File: config.mk
export PLATFORM = sky130hd
export DESIGN_NAME = positional_list_engine
export DESIGN_NICKNAME = d
export VERILOG_FILES = /design/src/ple_pkg.sv /design/src/ple_cell.sv /design/src/positional_list_engine.sv
export SDC_FILE = /design/constraint.sdc
export NUM_CORES = 1
export LEC_CHECK = 0
export ABC_AREA = 1
export BUFFER_PORTS_ARGS = -buffer_cell sky130_fd_sc_hd__buf_2
export CELL_PAD_IN_SITES_DETAIL_PLACEMENT = 1
export CELL_PAD_IN_SITES_GLOBAL_PLACEMENT = 1
export CORE_MARGIN = 1
export CORE_UTILIZATION = 38
export DETAILED_ROUTE_END_ITERATION = 8
export PLACE_DENSITY = 0.67
export SYNTH_ARGS = -nofsm -noshare
export SYNTH_HDL_FRONTEND = slang
export SYNTH_SLANG_ARGS = --single-unit
File: constraint.sdc
create_clock -name clk -period 5.4 [get_ports clk]
set_input_delay 0.27 -clock clk [delete_from_list [all_inputs] [get_ports clk]]
set_output_delay 0.27 -clock clk [all_outputs]
set_load 0.005 [all_outputs]
File: src/ple_pkg.sv
// shared types and codes for the positional list engine
package ple_pkg;

    // default sizes
    localparam int CAPACITY_DEF   = 16;
    localparam int DATA_WIDTH_DEF = 32;

    // fixed port widths
    localparam int OP_W     = 3;
    localparam int VALUE_W  = 32;
    localparam int POS_W    = 6;
    localparam int STATUS_W = 2;
    localparam int COUNT_W  = 5;

    // index width for the cell row, wide enough to hold the largest capacity
    localparam int IDX_W = 7;

    // operation codes
    localparam logic [OP_W-1:0] OP_INS_FRONT = 3'd0;
    localparam logic [OP_W-1:0] OP_INS_BACK  = 3'd1;
    localparam logic [OP_W-1:0] OP_INS_AT    = 3'd2;
    localparam logic [OP_W-1:0] OP_DEL_FRONT = 3'd3;
    localparam logic [OP_W-1:0] OP_DEL_BACK  = 3'd4;
    localparam logic [OP_W-1:0] OP_DEL_AT    = 3'd5;
    localparam logic [OP_W-1:0] OP_READ_ALL  = 3'd6;
    localparam logic [OP_W-1:0] OP_COUNT     = 3'd7;

    // status codes
    localparam logic [STATUS_W-1:0] ST_OK     = 2'd0;
    localparam logic [STATUS_W-1:0] ST_BADPOS = 2'd1;
    localparam logic [STATUS_W-1:0] ST_EMPTY  = 2'd2;
    localparam logic [STATUS_W-1:0] ST_FULL   = 2'd3;

    // what the cell row does in one cycle
    typedef enum logic [1:0] {
        CELL_HOLD   = 2'd0,
        CELL_INSERT = 2'd1,
        CELL_DELETE = 2'd2,
        CELL_ROTATE = 2'd3
    } cell_cmd_t;

    // broadcast control for every cell
    typedef struct packed {
        cell_cmd_t        cmd;
        logic [IDX_W-1:0] idx;
    } cell_ctrl_t;

endpackage

File: src/ple_cell.sv
// one storage cell of the list row, fed by its two neighbors
module ple_cell
    import ple_pkg::*;
#(
    parameter int DATA_WIDTH = DATA_WIDTH_DEF,
    parameter int INDEX      = 0
)
(
    input  logic                  clk,
    input  cell_ctrl_t            ctrl,
    input  logic [DATA_WIDTH-1:0] new_data,
    input  logic [DATA_WIDTH-1:0] left_data,
    input  logic [DATA_WIDTH-1:0] right_data,
    input  logic [DATA_WIDTH-1:0] head_data,
    output logic [DATA_WIDTH-1:0] data
);

    localparam logic [IDX_W-1:0] MY_IDX = IDX_W'(INDEX);

    logic [DATA_WIDTH-1:0] data_reg;
    logic [DATA_WIDTH-1:0] data_next;

    // pick the next entry for this place
    always_comb
    begin
        data_next = data_reg;
        case (ctrl.cmd)
            CELL_INSERT:
            begin
                if (MY_IDX == ctrl.idx)
                begin
                    data_next = new_data;
                end
                else if (MY_IDX > ctrl.idx)
                begin
                    data_next = left_data;
                end
            end
            CELL_DELETE:
            begin
                if (MY_IDX >= ctrl.idx)
                begin
                    data_next = right_data;
                end
            end
            CELL_ROTATE:
            begin
                // idx marks the last occupied place, which takes the head
                if (MY_IDX < ctrl.idx)
                begin
                    data_next = right_data;
                end
                else if (MY_IDX == ctrl.idx)
                begin
                    data_next = head_data;
                end
            end
            default:
            begin
                data_next = data_reg;
            end
        endcase
    end

    // entry storage
    always_ff @(posedge clk)
    begin
        data_reg <= data_next;
    end

    assign data = data_reg;

endmodule

File: src/positional_list_engine.sv
// top level of the positional list engine: control, status and the cell row
//
// An ordered list of up to CAPACITY signed entries lives in a row of cells.
// Insert and delete shift every entry behind the position by one place in the
// same cycle, and each insert, delete or count request gives one result word.
// A read-all request on a non-empty list is accepted and then streams one word
// per entry, front first, by rotating the occupied cells one place per beat;
// the list is back in order after the last beat. A new request is taken once
// the previous one has handed all of its words to the output register and that
// register is free.
module positional_list_engine
    import ple_pkg::*;
#(
    parameter int CAPACITY   = CAPACITY_DEF,
    parameter int DATA_WIDTH = DATA_WIDTH_DEF
)
(
    input  logic                  clk,
    input  logic                  rst_n,
    input  logic                  in_valid,
    output logic                  in_ready,
    input  logic [OP_W-1:0]       operation,
    input  logic signed [VALUE_W-1:0] value,
    input  logic [POS_W-1:0]      position,
    output logic                  out_valid,
    input  logic                  out_ready,
    output logic [STATUS_W-1:0]   status,
    output logic signed [VALUE_W-1:0] element,
    output logic                  element_valid,
    output logic [COUNT_W-1:0]    entry_count,
    output logic                  last_of_run
);

    localparam int CNT_W = $clog2(CAPACITY + 1);
    localparam logic [IDX_W-1:0] CAP_IDX = IDX_W'(CAPACITY);

    typedef enum logic [1:0] {
        S_IDLE   = 2'b01,
        S_STREAM = 2'b10
    } state_t;

    state_t            state_reg, state_next;
    logic [CNT_W-1:0]  count_reg, count_next;
    logic [CNT_W-1:0]  remain_reg, remain_next;
    logic              out_valid_reg, out_valid_next;

    logic [STATUS_W-1:0] status_reg, status_next;
    logic [VALUE_W-1:0]  element_reg, element_next;
    logic                elem_valid_reg, elem_valid_next;
    logic [COUNT_W-1:0]  entry_count_reg, entry_count_next;
    logic                last_reg, last_next;

    logic                  in_fire;
    logic                  out_free;
    logic [IDX_W-1:0]      cnt_idx;
    logic [IDX_W-1:0]      pos_idx;
    logic                  is_full;
    logic                  is_empty;
    logic [STATUS_W-1:0]   op_status;
    logic                  do_insert;
    logic                  do_delete;
    logic                  do_stream;
    logic [IDX_W-1:0]      op_idx;
    cell_ctrl_t            cell_ctrl;
    logic [DATA_WIDTH-1:0] store_data;
    logic [DATA_WIDTH-1:0] cell_data [CAPACITY];
    logic [VALUE_W-1:0]    head_elem;

    // handshake
    assign out_free = !out_valid_reg || out_ready;
    assign in_ready = (state_reg == S_IDLE) && out_free;
    assign in_fire  = in_valid && in_ready;

    // value as stored in a cell, and the head cell as a result element
    generate
        if (DATA_WIDTH <= VALUE_W)
        begin : g_narrow
            assign store_data = value[DATA_WIDTH-1:0];
            assign head_elem  = VALUE_W'($signed(cell_data[0]));
        end
        else
        begin : g_wide
            assign store_data = {{(DATA_WIDTH-VALUE_W){value[VALUE_W-1]}}, value};
            assign head_elem  = cell_data[0][VALUE_W-1:0];
        end
    endgenerate

    // request decode
    assign cnt_idx  = IDX_W'(count_reg);
    assign pos_idx  = IDX_W'(position);
    assign is_full  = (cnt_idx == CAP_IDX);
    assign is_empty = (cnt_idx == '0);

    always_comb
    begin
        op_status = ST_OK;
        do_insert = 1'b0;
        do_delete = 1'b0;
        do_stream = 1'b0;
        op_idx    = '0;
        case (operation)
            OP_INS_FRONT:
            begin
                if (is_full)
                begin
                    op_status = ST_FULL;
                end
                else
                begin
                    do_insert = 1'b1;
                end
            end
            OP_INS_BACK:
            begin
                op_idx = cnt_idx;
                if (is_full)
                begin
                    op_status = ST_FULL;
                end
                else
                begin
                    do_insert = 1'b1;
                end
            end
            OP_INS_AT:
            begin
                op_idx = pos_idx - IDX_W'(1);
                if (is_full)
                begin
                    op_status = ST_FULL;
                end
                else if (pos_idx == '0 || pos_idx > cnt_idx + IDX_W'(1))
                begin
                    op_status = ST_BADPOS;
                end
                else
                begin
                    do_insert = 1'b1;
                end
            end
            OP_DEL_FRONT:
            begin
                if (is_empty)
                begin
                    op_status = ST_EMPTY;
                end
                else
                begin
                    do_delete = 1'b1;
                end
            end
            OP_DEL_BACK:
            begin
                op_idx = cnt_idx - IDX_W'(1);
                if (is_empty)
                begin
                    op_status = ST_EMPTY;
                end
                else
                begin
                    do_delete = 1'b1;
                end
            end
            OP_DEL_AT:
            begin
                op_idx = pos_idx - IDX_W'(1);
                if (is_empty)
                begin
                    op_status = ST_EMPTY;
                end
                else if (pos_idx == '0 || pos_idx > cnt_idx)
                begin
                    op_status = ST_BADPOS;
                end
                else
                begin
                    do_delete = 1'b1;
                end
            end
            OP_READ_ALL:
            begin
                if (is_empty)
                begin
                    op_status = ST_EMPTY;
                end
                else
                begin
                    do_stream = 1'b1;
                end
            end
            OP_COUNT:
            begin
                op_status = ST_OK;
            end
            default:
            begin
                op_status = ST_OK;
            end
        endcase
    end

    // control and result sequencing
    always_comb
    begin
        state_next       = state_reg;
        count_next       = count_reg;
        remain_next      = remain_reg;
        out_valid_next   = out_valid_reg && !out_ready;
        status_next      = status_reg;
        element_next     = element_reg;
        elem_valid_next  = elem_valid_reg;
        entry_count_next = entry_count_reg;
        last_next        = last_reg;
        cell_ctrl.cmd    = CELL_HOLD;
        cell_ctrl.idx    = op_idx;

        case (state_reg)
            S_IDLE:
            begin
                if (in_fire)
                begin
                    if (do_stream)
                    begin
                        remain_next = count_reg;
                        state_next  = S_STREAM;
                    end
                    else
                    begin
                        if (do_insert)
                        begin
                            count_next    = count_reg + CNT_W'(1);
                            cell_ctrl.cmd = CELL_INSERT;
                        end
                        else if (do_delete)
                        begin
                            count_next    = count_reg - CNT_W'(1);
                            cell_ctrl.cmd = CELL_DELETE;
                        end
                        out_valid_next   = 1'b1;
                        status_next      = op_status;
                        element_next     = '0;
                        elem_valid_next  = 1'b0;
                        entry_count_next = COUNT_W'(count_next);
                        last_next        = 1'b1;
                    end
                end
            end
            S_STREAM:
            begin
                // one entry per beat from the head, then rotate
                if (out_free)
                begin
                    cell_ctrl.cmd    = CELL_ROTATE;
                    cell_ctrl.idx    = cnt_idx - IDX_W'(1);
                    out_valid_next   = 1'b1;
                    status_next      = ST_OK;
                    element_next     = head_elem;
                    elem_valid_next  = 1'b1;
                    entry_count_next = COUNT_W'(count_reg);
                    last_next        = (remain_reg == CNT_W'(1));
                    remain_next      = remain_reg - CNT_W'(1);
                    if (remain_reg == CNT_W'(1))
                    begin
                        state_next = S_IDLE;
                    end
                end
            end
            default:
            begin
                state_next = S_IDLE;
            end
        endcase
    end

    // control registers
    always_ff @(posedge clk or negedge rst_n)
    begin
        if (!rst_n)
        begin
            state_reg     <= S_IDLE;
            count_reg     <= '0;
            remain_reg    <= '0;
            out_valid_reg <= 1'b0;
        end
        else
        begin
            state_reg     <= state_next;
            count_reg     <= count_next;
            remain_reg    <= remain_next;
            out_valid_reg <= out_valid_next;
        end
    end

    // output word registers
    always_ff @(posedge clk)
    begin
        status_reg      <= status_next;
        element_reg     <= element_next;
        elem_valid_reg  <= elem_valid_next;
        entry_count_reg <= entry_count_next;
        last_reg        <= last_next;
    end

    // row of cells
    generate
        for (genvar i = 0; i < CAPACITY; i++)
        begin : g_cell
            logic [DATA_WIDTH-1:0] left_d;
            logic [DATA_WIDTH-1:0] right_d;

            if (i == 0)
            begin : g_first
                assign left_d = '0;
            end
            else
            begin : g_inner_l
                assign left_d = cell_data[i-1];
            end

            if (i == CAPACITY - 1)
            begin : g_last
                assign right_d = '0;
            end
            else
            begin : g_inner_r
                assign right_d = cell_data[i+1];
            end

            ple_cell #(
                .DATA_WIDTH (DATA_WIDTH),
                .INDEX      (i)
            ) u_cell (
                .clk        (clk),
                .ctrl       (cell_ctrl),
                .new_data   (store_data),
                .left_data  (left_d),
                .right_data (right_d),
                .head_data  (cell_data[0]),
                .data       (cell_data[i])
            );
        end
    endgenerate

    // outputs
    assign out_valid     = out_valid_reg;
    assign status        = status_reg;
    assign element       = element_reg;
    assign element_valid = elem_valid_reg;
    assign entry_count   = entry_count_reg;
    assign last_of_run   = last_reg;

endmodule
==> results.yml, run 1 <==
status:
  status: "completed"
synthesis:
  ys_seq_area_share_pct: 42.3
  ys_types: 37
  yosys.area.top_type: "edfxtp_1"
  syn-cell-area_mm2: 0.0400
  synth_top_family_by_area: "simple AND/OR/NAND/NOR gates"
  synth_xor_area_share_pct: 0.175
  synthSimpleGateAreaFrac_pct: 42.1
  synthTopCellsByArea: "edfxtp_1 42%, nand2_1 24%, nand3_1 14%"
  synth_compound_area_share_pct: 5.32
  synth_fa_ha_area_share_pct: 0.594
  yosysWarnings: 0
  synth_mux_area_share_pct: 0
  ys_ff_latch: 566
  synth_top_area_share_pct: 41.5
  syn_nets: 5990
  synth_area_per_cell_um2: 6.75
  synth_cells: 5926
clock_network:
  ctsRootBufferMaster: "clkbuf_16"
  clkLatencyLatePin_ns: 0.68
  cts_buffers: 73
  cts.sinks: 566
  clkTransAtPathRegs_ns: 0.06
  htree_num_levels: 3
  cts_tree: "built"
  postCtsSetupBuffers: 0
  clockBufferDepth: 3
finish:
  multiInputGateArea_mm2: 0.0197
  area_delta_synth_final_pct: 9.57
  largest_register_ffs: 512
  fillers: 13200
  seq_area_mm2: 0.0169
  fin_nets: 5794
  final_util_pct: 42.2
  drive_gt1_share_pct: 6.90
job:
  cap_violations: 0
sta:
  period_share_pct: 91.5
  rsz0062_at_grt: "no"
  max_freq_mhz: 202
  finClkSkew_ns: 0.0349
  min_period_ns: 4.94
  hold_viol_final: 0
  max_slew_margin_pct: 11.5
  worstMarginPinSlew_ns: 1.32
  setup_viol: 0
  setup_tns_ns: 0
  slew_violations: 0
floorplan:
  die_x_um: 326
  initial_core_util_pct: 38.5
  core_area_mm2: 0.104
  fp.dieH_um: 326
  die_area_mm2: 0.107
  row_count: 118
  ioPinCount: 88
critical_path:
  arrival_ns: 5.29
  crit_path_start_kind: "flop"
  required_ns: 5.75
  critPathKind: "reg -> reg"
  cp_max_fo: 16
  end_kind: "flop"
grt:
  grt_first_pass_wirelength_mm: 293
  grt_overflow_total: 0
  grt_pass1_vias: 42500
  track_usage_pct: 37.2
  antenna_found_initial: 21
  grt_max_degree: 191
drt:
  drtAntennaViolNets: 0
  drt-total-wl_mm: 202
  via_per_inst: 6.04
  post_drt_wl_per_cell_um: 28.1
  drtIter0Drc: 4712
  drc: 0
  drtPass1Iterations: 6
  num_vias: 43300
place:
  io_buffers: 87
  gp_congestion: 0.879
  place_hpwl_mm: 118
pwr:
  p_per_area_mw_per_mm2: 700
  ir_drop_mv: 0.732
  p_leak_nw: 19.1
min_path:
  hold_path_class: "in -> async"
metrics by stage:
step / instance area (um2) / power (mW) / worst slack (ns) / cells / hold slack (ns)
2_1_floorplan: 40000 / 18.6 / 0.309 / 5926 / -0.0256
3_3_place_gp: 41600 / 25.0 / 0.555 / 7033 / 0.189
3_5_place_dp: 41600 / 25.4 / 0.473 / 7033 / 0.191
4_1_cts: 43800 / 30.3 / 0.520 / 7165 / 0.0267
5_1_grt: 43800 / 32.2 / 0.160 / 7176 / 0.0964
6_report: 43800 / 30.7 / 0.460 / 7179 / 0.0654
synth_stat cells:
| master | number |
|---|---|
| nand2_4 | 1 |
| nand3_1 | 1134 |
| nor2_1 | 97 |
| inv_2 | 21 |
| o2111ai_1 | 1 |
| dfstp_2 | 1 |
| clkinv_1 | 33 |
| inv_1 | 402 |
| nand2_2 | 9 |
| nor2_2 | 15 |
| ha_1 | 19 |
| buf_4 | 3 |
| buf_6 | 1 |
| o21ai_0 | 344 |
| o211ai_1 | 7 |
| a21boi_2 | 1 |
| nor2_4 | 5 |
| buf_1 | 39 |
| nand2_1 | 2586 |
| clkbuf_1 | 196 |
| a31oi_1 | 2 |
| xnor2_1 | 2 |
| xor2_1 | 6 |
| nand3_2 | 2 |
| a22oi_1 | 1 |
| buf_2 | 237 |
| o21ai_2 | 1 |
| or2_0 | 1 |
| o21ai_1 | 47 |
| a21oi_1 | 11 |
| edfxtp_1 | 553 |
| a21boi_1 | 1 |
| and2_1 | 1 |
| o21bai_1 | 1 |
| nand4_1 | 132 |
| dfrtp_1 | 12 |
| nor3_1 | 1 |
cell families after synthesis:
group	count (synthesis)
AO/OA/AOI/OAI	417
XOR/XNOR	8
adder cells (fa/ha/maj)	19
buffers and inverters	932
flip-flops	566
AND/OR/NAND/NOR	3984
power by group:
part	internal (mW)	switching, mW	total, mW
clock	2.65	2.17	4.82
combinational	3.96	12.5	16.5
sequential	8.04	1.34	9.38
total	14.6	16.0	30.7
layout make-up:
class                           count  share of cell area (%)
Clock buffer                      100                    4.50
Tap cell                         1380                    3.94
Inverter                          456                    3.91
Antenna cell                       14                  0.0799
Multi-Input combinational cell   4428                    44.9
Sequential cell                   566                    38.6
Clock inverter                     30                   0.517
Timing Repair Buffer              205                    3.54
repair_timing:
action	4_1_cts	5_1_grt
gates resized for setup	0	0
hold buffers	2	0
endpoints found under the hold margin	14	0
critical path: stages (launching register included):
cell and delay, ns:
dfrtp_1 0.49, ha_1 0.29, nand2_1 0.09, xor2_1 0.18, inv_1 0.06, ha_1 0.27
nand2_1 0.06, nor2_1 0.16, nand3_1 0.09, nand2_1 0.10, nand3_1 0.09, nand2_1 0.09
nand3_1 0.10, nand2_1 0.16, nand2_1 0.13, nand2_1 0.16, nand2_1 0.37, buf_4 0.34
o21ai_4 1.01, buf_4 0.39
cells in the final DEF, fill, tap and decap left out, drive strengths merged:
master,Yosys,layout
nand2,2596,2596
nand3,1136,1136
edfxtp,553,553
inv,423,425
o21ai,392,392
buf,280,203
nand4,132,132
nor2,117,117
clkbuf,196,100
clkinv,33,59
ha,19,19
diode,0,14
dfrtp,12,12
a21oi,11,11
o211ai,7,7
xor2,6,6
xnor2,2,2
a31oi,2,2
bufinv,0,2
dlygate4sd3,0,2
a21boi,2,2
or2,1,1
nor3,1,1
and2,1,1
a22oi,1,1
o21bai,1,1
o2111ai,1,1
dfstp,1,1
path summary, 6_finish.rpt:
check                             start                         to  slack, ns  cells after the start
max in group asynchronous         rst_n               state_reg[0]       5.04                      2
max                        count_reg[0]  g_cell[10].u_cell.data[6]       0.46                     19
max reg2reg                count_reg[0]  g_cell[10].u_cell.data[6]       0.46                     19
min reg2reg                state_reg[0]               state_reg[0]       0.52                      2
min in group clk               value[9]   g_cell[0].u_cell.data[9]       0.07                      3
min                               rst_n                  out_valid       0.07                      2
layer usage:
layer / vias up / wire, um / share of wire [%] / GRT usage [%]
li1: 19000 / - / - / -
met5: - / 60 / 0.030 / 0
met4: 10 / 12900 / 6.4 / 22.1
met3: 568 / 18500 / 9.2 / 6.59
met1: 21500 / 82500 / 41 / 49.9
met2: 2214 / 87500 / 43 / 56.1
No activity file was read; power rests on OpenSTA's default activity.
==> inputs of run 2 (changes only) <==
CELL_PAD_IN_SITES_GLOBAL_PLACEMENT = 2   (was 1)
CORE_UTILIZATION = 33   (was 38)
PLACE_DENSITY = 0.73   (was 0.67)
==> run 2 against run 1 <==
Design area is 1.2% higher. Count of clock-buffer cells in the layout decreased by 5. Sequential power about the same. Highest routed layer unchanged. Critical path type unchanged. Cell count increased by 3.5%. Non-clock buffer count increased by 6.
==> results.yml, run 2 (same netlist as run 1, synthesis figures left out) <==
drt:
  post_drt_wl_per_cell_um: 27.6
  num_vias: 42300
  drc: 0
  drtPass1Iterations: 6
  drtIter0Drc: 4245
  via_per_inst: 5.70
  drt-total-wl_mm: 205
  drtAntennaViolNets: 0
grt:
  antenna_found_initial: 16
  grt_pass1_vias: 41100
  grt_max_degree: 172
  grt_first_pass_wirelength_mm: 294
  track_usage_pct: 32.9
  grt_overflow_total: 0
job:
  cap_violations: 0
place:
  dp_cells: 7269
  io_buffers: 87
  gp_congestion: 0.890
  dp_slack_ns: 0.847
  place_area_mm2: 0.0418
  place_hpwl_mm: 124
sta:
  hold_ws_ns: 0.0848
  min_period_ns: 4.64
  hold_viol_final: 0
  max_slew_margin_pct: 24.8
  slew_violations: 0
  max_freq_mhz: 216
  finClkSkew_ns: 0.0357
  setup_tns_ns: 0
  setup_viol: 0
  rsz0062_at_grt: "no"
  setup_slack_ns: 0.763
  worstMarginPinSlew_ns: 1.13
  period_share_pct: 85.9
critical_path:
  arrival_ns: 4.99
  end_kind: "flop"
  r2r-start: "count_reg[0]"
  critical_path.most_common_cell: "nand2_1"
  cp_top_family: "simple AND/OR/NAND/NOR gates"
  crit_chain: "ha_1 > nand2_1 > xor2_1 > inv_1 > ha_1 > nand2_1 > nor2_1 > nand3_1 > nand2_1 > nand3_1 > nand2_1 > nand3_1 > nand2_1 > nand2_1 > nand2_1 > nand2_1 > buf_4 > o21ai_4 > buf_4"
  worst-r2r-setup-slack_ns: 0.76
  slowest_delay_ns: 0.87
  cp_max_fo: 21
  crit_path_start: "count_reg[0]"
  cp-endpoint: "g_cell[3].u_cell.data[28]"
  cp_slowest_cell: "o21ai_4"
  crit_buf_inv: 3
  required_ns: 5.75
  critPathKind: "reg -> reg"
  r2r_end: "g_cell[3].u_cell.data[28]"
  path_depth: 19
  r2r_cells: 19
  crit_path_start_kind: "flop"
floorplan:
  ioPinCount: 88
  row_count: 127
  die_area_mm2: 0.123
  initial_core_util_pct: 33.3
  core_area_mm2: 0.120
  die_x_um: 350
  fp.dieH_um: 350
finish:
  stdcell_count: 7427
  seq_area_mm2: 0.0169
  largest_register_ffs: 512
  area_delta_synth_final_pct: 10.9
  mostFrequentLayoutCells: "2,572 x nand2_1, 1,124 x nand3_1, 553 x edfxtp_1"
  final_cell_area_mm2: 0.0444
  layout_commonest_cell: "nand2_1"
  drive_gt1_share_pct: 7.29
  final_util_pct: 36.9
  multiInputGateArea_mm2: 0.0197
  fillers: 15200
  fin_nets: 5804
clock_network:
  cts.sinks: 566
  clkTransAtPathRegs_ns: 0.06
  clockBufferDepth: 3
  ctsRootBufferMaster: "clkbuf_16"
  clkLatencyLatePin_ns: 0.68
  postCtsSetupBuffers: 0
  cts_tree: "built"
  htree_num_levels: 3
  cts_buffers: 77
status:
  status: "completed"
pwr:
  p_per_area_mw_per_mm2: 699
  ir_drop_mv: 0.594
  power_mw: 31.0
  p_leak_nw: 19.3
min_path:
  hold_path_class: "in -> reg"
-- run 2: metal layers --
metal / track usage, % / share of wire, %
met1: 44.3 / 43
met3: 4.98 / 7.6
met4: 15.3 / 4.7
met5: 0 / 0.029
met2: 51.7 / 45
-- run 2: what timing repair did --
item,4_1_cts,5_1_grt
endpoints found under the setup margin,0,0
hold endpoints to repair,14,0
gates resized for setup,0,0
hold buffers,4,0
-- run 2: final cells by class --
| class | instances | area share, % |
|---|---|---|
| clock buffers | 95 | 4.68 |
| inverters | 456 | 3.86 |
| flip-flops and latches | 566 | 38.2 |
| diodes | 13 | 0.0733 |
| clock inverters | 46 | 0.857 |
| well taps | 1612 | 4.55 |
| repair buffers | 211 | 3.47 |
| multi-input cells | 4428 | 44.4 |
-- run 2: tightest hold or removal path: cells and delay by family --
kind | cells | cell delay (ns)
AOI/OAI and AO/OA | 1 | 0.08
buffers and inverters | 1 | 0.20
and+or+nand+nor | 1 | 0.10
-- run 2: worst min path at each step --
stage / slack [ns] / end / start / depth (start not counted)
2_1_floorplan: -0.03 / count_reg[0] / rst_n / 0
3_3_place_gp: 0.19 / remain_reg[3] / rst_n / 1
3_5_place_dp: 0.19 / out_valid / rst_n / 1
4_1_cts: 0.04 / g_cell[0].u_cell.data[22] / value[22] / 3
5_1_grt: 0.08 / g_cell[0].u_cell.data[22] / value[22] / 3
6_report: 0.08 / g_cell[0].u_cell.data[22] / value[22] / 3
-- run 2: where the power goes --
group          internal, mW  leakage [nW]  switching, mW
Clock                  3.01          1.21           2.25
Combinational          3.93          12.8           12.5
Sequential             8.03          5.26           1.31
